### config.mk
export PLATFORM = sky130hd
export DESIGN_NAME = smeu_ctrl
export DESIGN_NICKNAME = d
export VERILOG_FILES = /design/src/smeu_pkg.sv /design/src/smeu_ctrl.sv
export SDC_FILE = /design/constraint.sdc
export NUM_CORES = 1
export LEC_CHECK = 0
export BUFFER_PORTS_ARGS = -buffer_cell sky130_fd_sc_hd__buf_2
export CORE_AREA = 10 10 47 49
export DETAILED_ROUTE_END_ITERATION = 8
export DIE_AREA = 0 0 57 59
export PLACE_DENSITY = 0.4
export SLEW_MARGIN = 20
export SYNTH_ARGS = -nofsm -noshare
export SYNTH_HDL_FRONTEND = slang
export SYNTH_SLANG_ARGS = --single-unit
### constraint.sdc
create_clock -name clk_i -period 1 [get_ports clk_i]
set_input_delay 0.15 -clock clk_i [delete_from_list [all_inputs] [get_ports clk_i]]
set_output_delay 0.15 -clock clk_i [all_outputs]
set_load 0.05 [all_outputs]
### src/smeu_pkg.sv
// Shared types and constants for the stack machine execute unit.
// Depends on nothing; every other file in src except smeu_ram imports it.
package smeu_pkg;

  localparam int STACK_DEPTH = 256;
  localparam int WORD_BITS   = 16;
  localparam int ADDR_W      = $clog2(STACK_DEPTH);
  localparam int LVL_W       = $clog2(STACK_DEPTH + 1);
  localparam int CMP_W       = (LVL_W > 16) ? LVL_W + 1 : 17;
  localparam int IN_W        = 24;
  localparam int OUT_W       = 48;

  typedef enum logic [4:0] {
    OP_HLT  = 5'd0,  OP_NOP  = 5'd1,  OP_NEG  = 5'd2,  OP_ADD  = 5'd3,
    OP_SUB  = 5'd4,  OP_MUL  = 5'd5,  OP_DIV  = 5'd6,  OP_MOD  = 5'd7,
    OP_NOT  = 5'd8,  OP_OR   = 5'd9,  OP_AND  = 5'd10, OP_XOR  = 5'd11,
    OP_SHL  = 5'd12, OP_SHR  = 5'd13, OP_POP  = 5'd14, OP_RET  = 5'd15,
    OP_JMP  = 5'd16, OP_JMPT = 5'd17, OP_JMPF = 5'd18, OP_CALL = 5'd19,
    OP_EQ   = 5'd20, OP_NEQ  = 5'd21, OP_LT   = 5'd22, OP_LE   = 5'd23,
    OP_GT   = 5'd24, OP_GE   = 5'd25, OP_GET  = 5'd26, OP_SET  = 5'd27,
    OP_IMM  = 5'd28
  } op_e;

  typedef enum logic [2:0] {
    FLT_NONE  = 3'd0,
    FLT_UNDER = 3'd1,
    FLT_OVER  = 3'd2,
    FLT_DIVZ  = 3'd3,
    FLT_INDEX = 3'd4
  } fault_e;

  typedef enum logic [2:0] {
    ST_IDLE, ST_EXEC, ST_DIV, ST_TOP, ST_FIN
  } state_e;

  typedef struct packed {
    logic load;
    logic exec;
    logic div_commit;
    logic out_load;
  } ctrl_cmd_t;

  typedef struct packed {
    logic need_div;
    logic div_done;
    logic out_free;
  } ctrl_sts_t;

endpackage

### src/smeu_ctrl.sv
// Sequencing state machine of the execute unit.
// Uses smeu_pkg for the state type and the command and status structs.
module smeu_ctrl (
  input  logic                clk_i,
  input  logic                rst_ni,
  input  logic                in_valid_i,
  output logic                in_ready_o,
  input  smeu_pkg::ctrl_sts_t sts_i,
  output smeu_pkg::ctrl_cmd_t cmd_o
);
  import smeu_pkg::*;

  state_e state_q, state_d;

  always_comb begin
    state_d = state_q;
    unique case (state_q)
      ST_IDLE: if (in_valid_i) state_d = ST_EXEC;
      ST_EXEC: state_d = sts_i.need_div ? ST_DIV : ST_TOP;
      ST_DIV:  if (sts_i.div_done) state_d = ST_TOP;
      ST_TOP:  state_d = ST_FIN;
      ST_FIN:  if (sts_i.out_free) state_d = ST_IDLE;
      default: state_d = ST_IDLE;
    endcase
  end

  always_comb begin
    in_ready_o       = (state_q == ST_IDLE);
    cmd_o.load       = (state_q == ST_IDLE) && in_valid_i;
    cmd_o.exec       = (state_q == ST_EXEC);
    cmd_o.div_commit = (state_q == ST_DIV) && sts_i.div_done;
    cmd_o.out_load   = (state_q == ST_FIN) && sts_i.out_free;
  end

  always_ff @(posedge clk_i or negedge rst_ni) begin
    if (!rst_ni) begin
      state_q <= ST_IDLE;
    end else begin
      state_q <= state_d;
    end
  end

  a_load_exec: assert property (@(posedge clk_i) disable iff (!rst_ni)
    cmd_o.load |=> state_q == ST_EXEC)
    else $error("load not followed by execute");
  a_div_state: assert property (@(posedge clk_i) disable iff (!rst_ni)
    cmd_o.div_commit |=> state_q == ST_TOP)
    else $error("divide commit not followed by top read");
  a_out_free: assert property (@(posedge clk_i) disable iff (!rst_ni)
    cmd_o.out_load |=> state_q == ST_IDLE)
    else $error("output load did not return to idle");

endmodule

# After elaboration in Yosys (flattened, before gate mapping)

Cells that the tools add are included.

Reductions and logical operators: 5
Equality and inequality tests: 7
Multiplexer cells: 5

Operator list:

| cell               | count |
|---|---|
| $pmux 3 s5         | 1 |
| $mux 3             | 3 |
| $eq 3x2->1 const B | 2 |
| $ne 2x2->1 const B | 3 |
| $eq 3x1->1 const B | 1 |
| $eq 3x3->1 const B | 1 |
| $logic_and 1x1->1  | 3 |
| $logic_not 3->1    | 1 |
| $reduce_and 3->1   | 1 |
| $mux 1             | 1 |

Flip-flop bits (word level): 3
Logic and storage cells: 18
Output and inout port bits: 5

# Longest topological paths before layout

Depth after elaboration: 3
Depth in mapped cells: 4
Mapped depth without buffers: 3

# Least setup slack after synthesis

Ideal clock, no wire load.

Path kind: register to output
From: reg state_q[0]
To: out cmd_o[1] in the netlist's numbering
Data required time: 0.850 ns
Path slack: -0.920 ns
Buffers on the path: 1
Cell stages (with the launch flop): 4
Arrival time: 1.770 ns
Cells stage by stage: dfrtp_1 -> buf_6 -> nand2b_4 -> nor3b_1

RTL lines:

| item                   | line            | RTL |
|---|---|---|
| from (decl)            | smeu_ctrl.sv:13 | `state_e state_q, state_d;` |
| from (signal assigned) | smeu_ctrl.sv:39 | `state_q <= state_d;` |
| to (decl)              | smeu_ctrl.sv:9  | `output smeu_pkg::ctrl_cmd_t cmd_o` |

==> impl_metrics.ini <==
[sta]
drv_slew = 0
rsz0062_at_grt = yes
maxSlewHeadroom_pct = 87.7
tightest_slew_ns = 0.185
setup_viol = 7
fmax_mhz = 742
min_period_over_period_pct = 135
finalHoldWorstSlack_ns = 0.112
finalHoldViolations = 0
finalSetupTns_ns = -1.91
fin_ws_ns = -0.347
finalClockSkew_ns = 0.00213
fin_crit_ns = 1.35

[route]
dr.pass1.iters = 3
wirelength_um = 714
vias_per_cell = 3.92
drcViolationCount = 0
wire_per_inst_um = 11.9
vias = 235
postRouteAntennaNets = 0
dr.first_iter.drc_count = 1

[synthesis]
syn_nets = 27
yosys_warnings = 0
synth-seq-area-share_pct = 36.4
synth_top_area_share_pct = 36.4
synth_area_um2 = 206
async_flop_share_pct = 100
synth_commonest_cells = dfrtp_1 (3), nor2_1 (3), buf_6 (2), nor3b_1 (2)
syn_inst = 21
ys_seq_elements = 3
synthFlopType = dfrtp_1
synth_top_area_cell = dfrtp_1
syn_avg_cell_area_um2 = 9.83
synth_edf_count = 0
synth_cell_types = 15
synth_area_leaders = dfrtp_1 (36%), buf_6 (11%), nor3b_1 (7.3%)

[critical_path]
critPathKind = flip-flop to output pin
cp_max_fo = 4
critPathCaptureType = output pin
cp-start-kind = flip-flop
arrival_ns = 1.20
cp_data_required_time_ns = 0.85

[final_layout]
layout.nets = 51
largest_reg_flops = 3
diodes = 0
stdcell_count = 60
area_growth_pct = 122
reg_top3 = state_q: 3 flops
top_register = state_q
drive_gt1_share_pct = 79.5

[placement]
gp_congestion = 0.638
port_buffers = 10
dp_cells = 49
dp_hpwl_um = 483
dp_slack_ns = -0.265

[clocking]
cts_buffers = 3
insertion_delay_ns = 0.23
clkTransAtPathRegs_ns = 0.04
cts_sinks = 3
tritoncts = yes
clockRootBuffer = clkbuf_4
htreeDepth = 1
cts_buffer_depth = 2

[power_and_ir_drop]
p_leak_nw = 0.208
power_mw = 1.73
ir_worst_vdd_mv = 1.46
power.density_nw_per_um2 = 3780

[global_route]
track_usage_pct = 4.71
grt_pass1_vias = 260
grt_pass1_wl_mm = 1.22
antenna_found_initial = 0
grt_max_degree = 7
overflow = 0

[floorplanning]
core_area_um2 = 1400
die-area_um2 = 3360
io_pins = 11
start_util_pct = 14.7
die_y_um = 59
dieWidth_um = 57
rows = 14

[min_path]
hold_path.class = input pin to flip-flop

[outcome]
run_status = complete, but fails checks
violations = negative setup slack

[flow_run]
drv_cap = 0
[through the flow]
stage / util [%] / area (µm²)
6_report: 32.8 / 459
2_1_floorplan: - / 230
3_5_place_dp: 22.0 / 308
4_1_cts: 30.2 / 423
3_3_place_gp: 22.0 / 308
5_1_grt: 32.8 / 459
[metal layers]
layer	up-vias	wire, µm	track usage [%]
met5	-	0	0
li1	116	-	-
met1	109	282	4.63
met2	10	355	6.67
met4	0	0	4.03
met3	0	75	3.22
[where the power goes]
part / leakage [nW] / internal, mW / switching (mW)
sequential: 0.0337 / 0.189 / 0.115
clock: 0.0150 / 0.150 / 0.0664
combinational: 0.160 / 0.659 / 0.555
total: 0.208 / 0.998 / 0.736
[cells by family (layout without fill, tap and decap cells)]
| kind of cell | Yosys count | after routing | synth area share, % |
|---|---|---|---|
| buffers and inverters | 2 | 25 | 10.9 |
| AOI/OAI and AO/OA | 4 | 4 | 12.7 |
| DFF | 3 | 3 | 36.4 |
| xor gates and xnor gates | 1 | 1 | 4.24 |
| and+or+nand+nor | 11 | 11 | 35.8 |
[cells in the final DEF, fill, tap and decap left out, types with 2 or more instances in the layout]
master / n
clkbuf_4: 3
buf_6: 6
dfrtp_2: 3
nor2_1: 2
buf_8: 2
buf_4: 7
buf_2: 5
[path summary, 6_finish.rpt]
check | startpoint | end | slack (ns) | cells past startpoint
max reg2reg | state_q[1]$_DFFE_PN0P_ | state_q[0]$_DFFE_PN0P_ | -0.16 | 5
min in group asynchronous | rst_ni | state_q[2]$_DFFE_PN0P_ | 0.24 | 2
min reg2reg | state_q[2]$_DFFE_PN0P_ | state_q[2]$_DFFE_PN0P_ | 0.65 | 2
max in group asynchronous | rst_ni | state_q[0]$_DFFE_PN0P_ | 0.64 | 2
max | state_q[0]$_DFFE_PN0P_ | cmd_o[1] | -0.35 | 3
min | sts_i[0] | state_q[2]$_DFFE_PN0P_ | 0.11 | 2
[critical path, cell delays in order, from the launching register on]
cell	delay, ns
dfrtp_2	0.44
nand2b_4	0.16
nor3b_2	0.18
buf_6	0.18
[repair_timing]
action                     CTS  global route
hold buffers                 1             0
hold endpoints to repair     3             0
pin swaps                    3             2
setup endpoints to repair    6             8
buffers inserted             5             1
resized for setup           14             7
[area by class of cell]
cell class / count / area [µm²]
clock buffers: 4 / 26.3
fillers: 158 / 942
multi-input cells: 16 / 149
flip-flops and latches: 3 / 78.8
well taps: 16 / 20.0
repair buffers: 21 / 185
(Power assumes the default switching activity.)
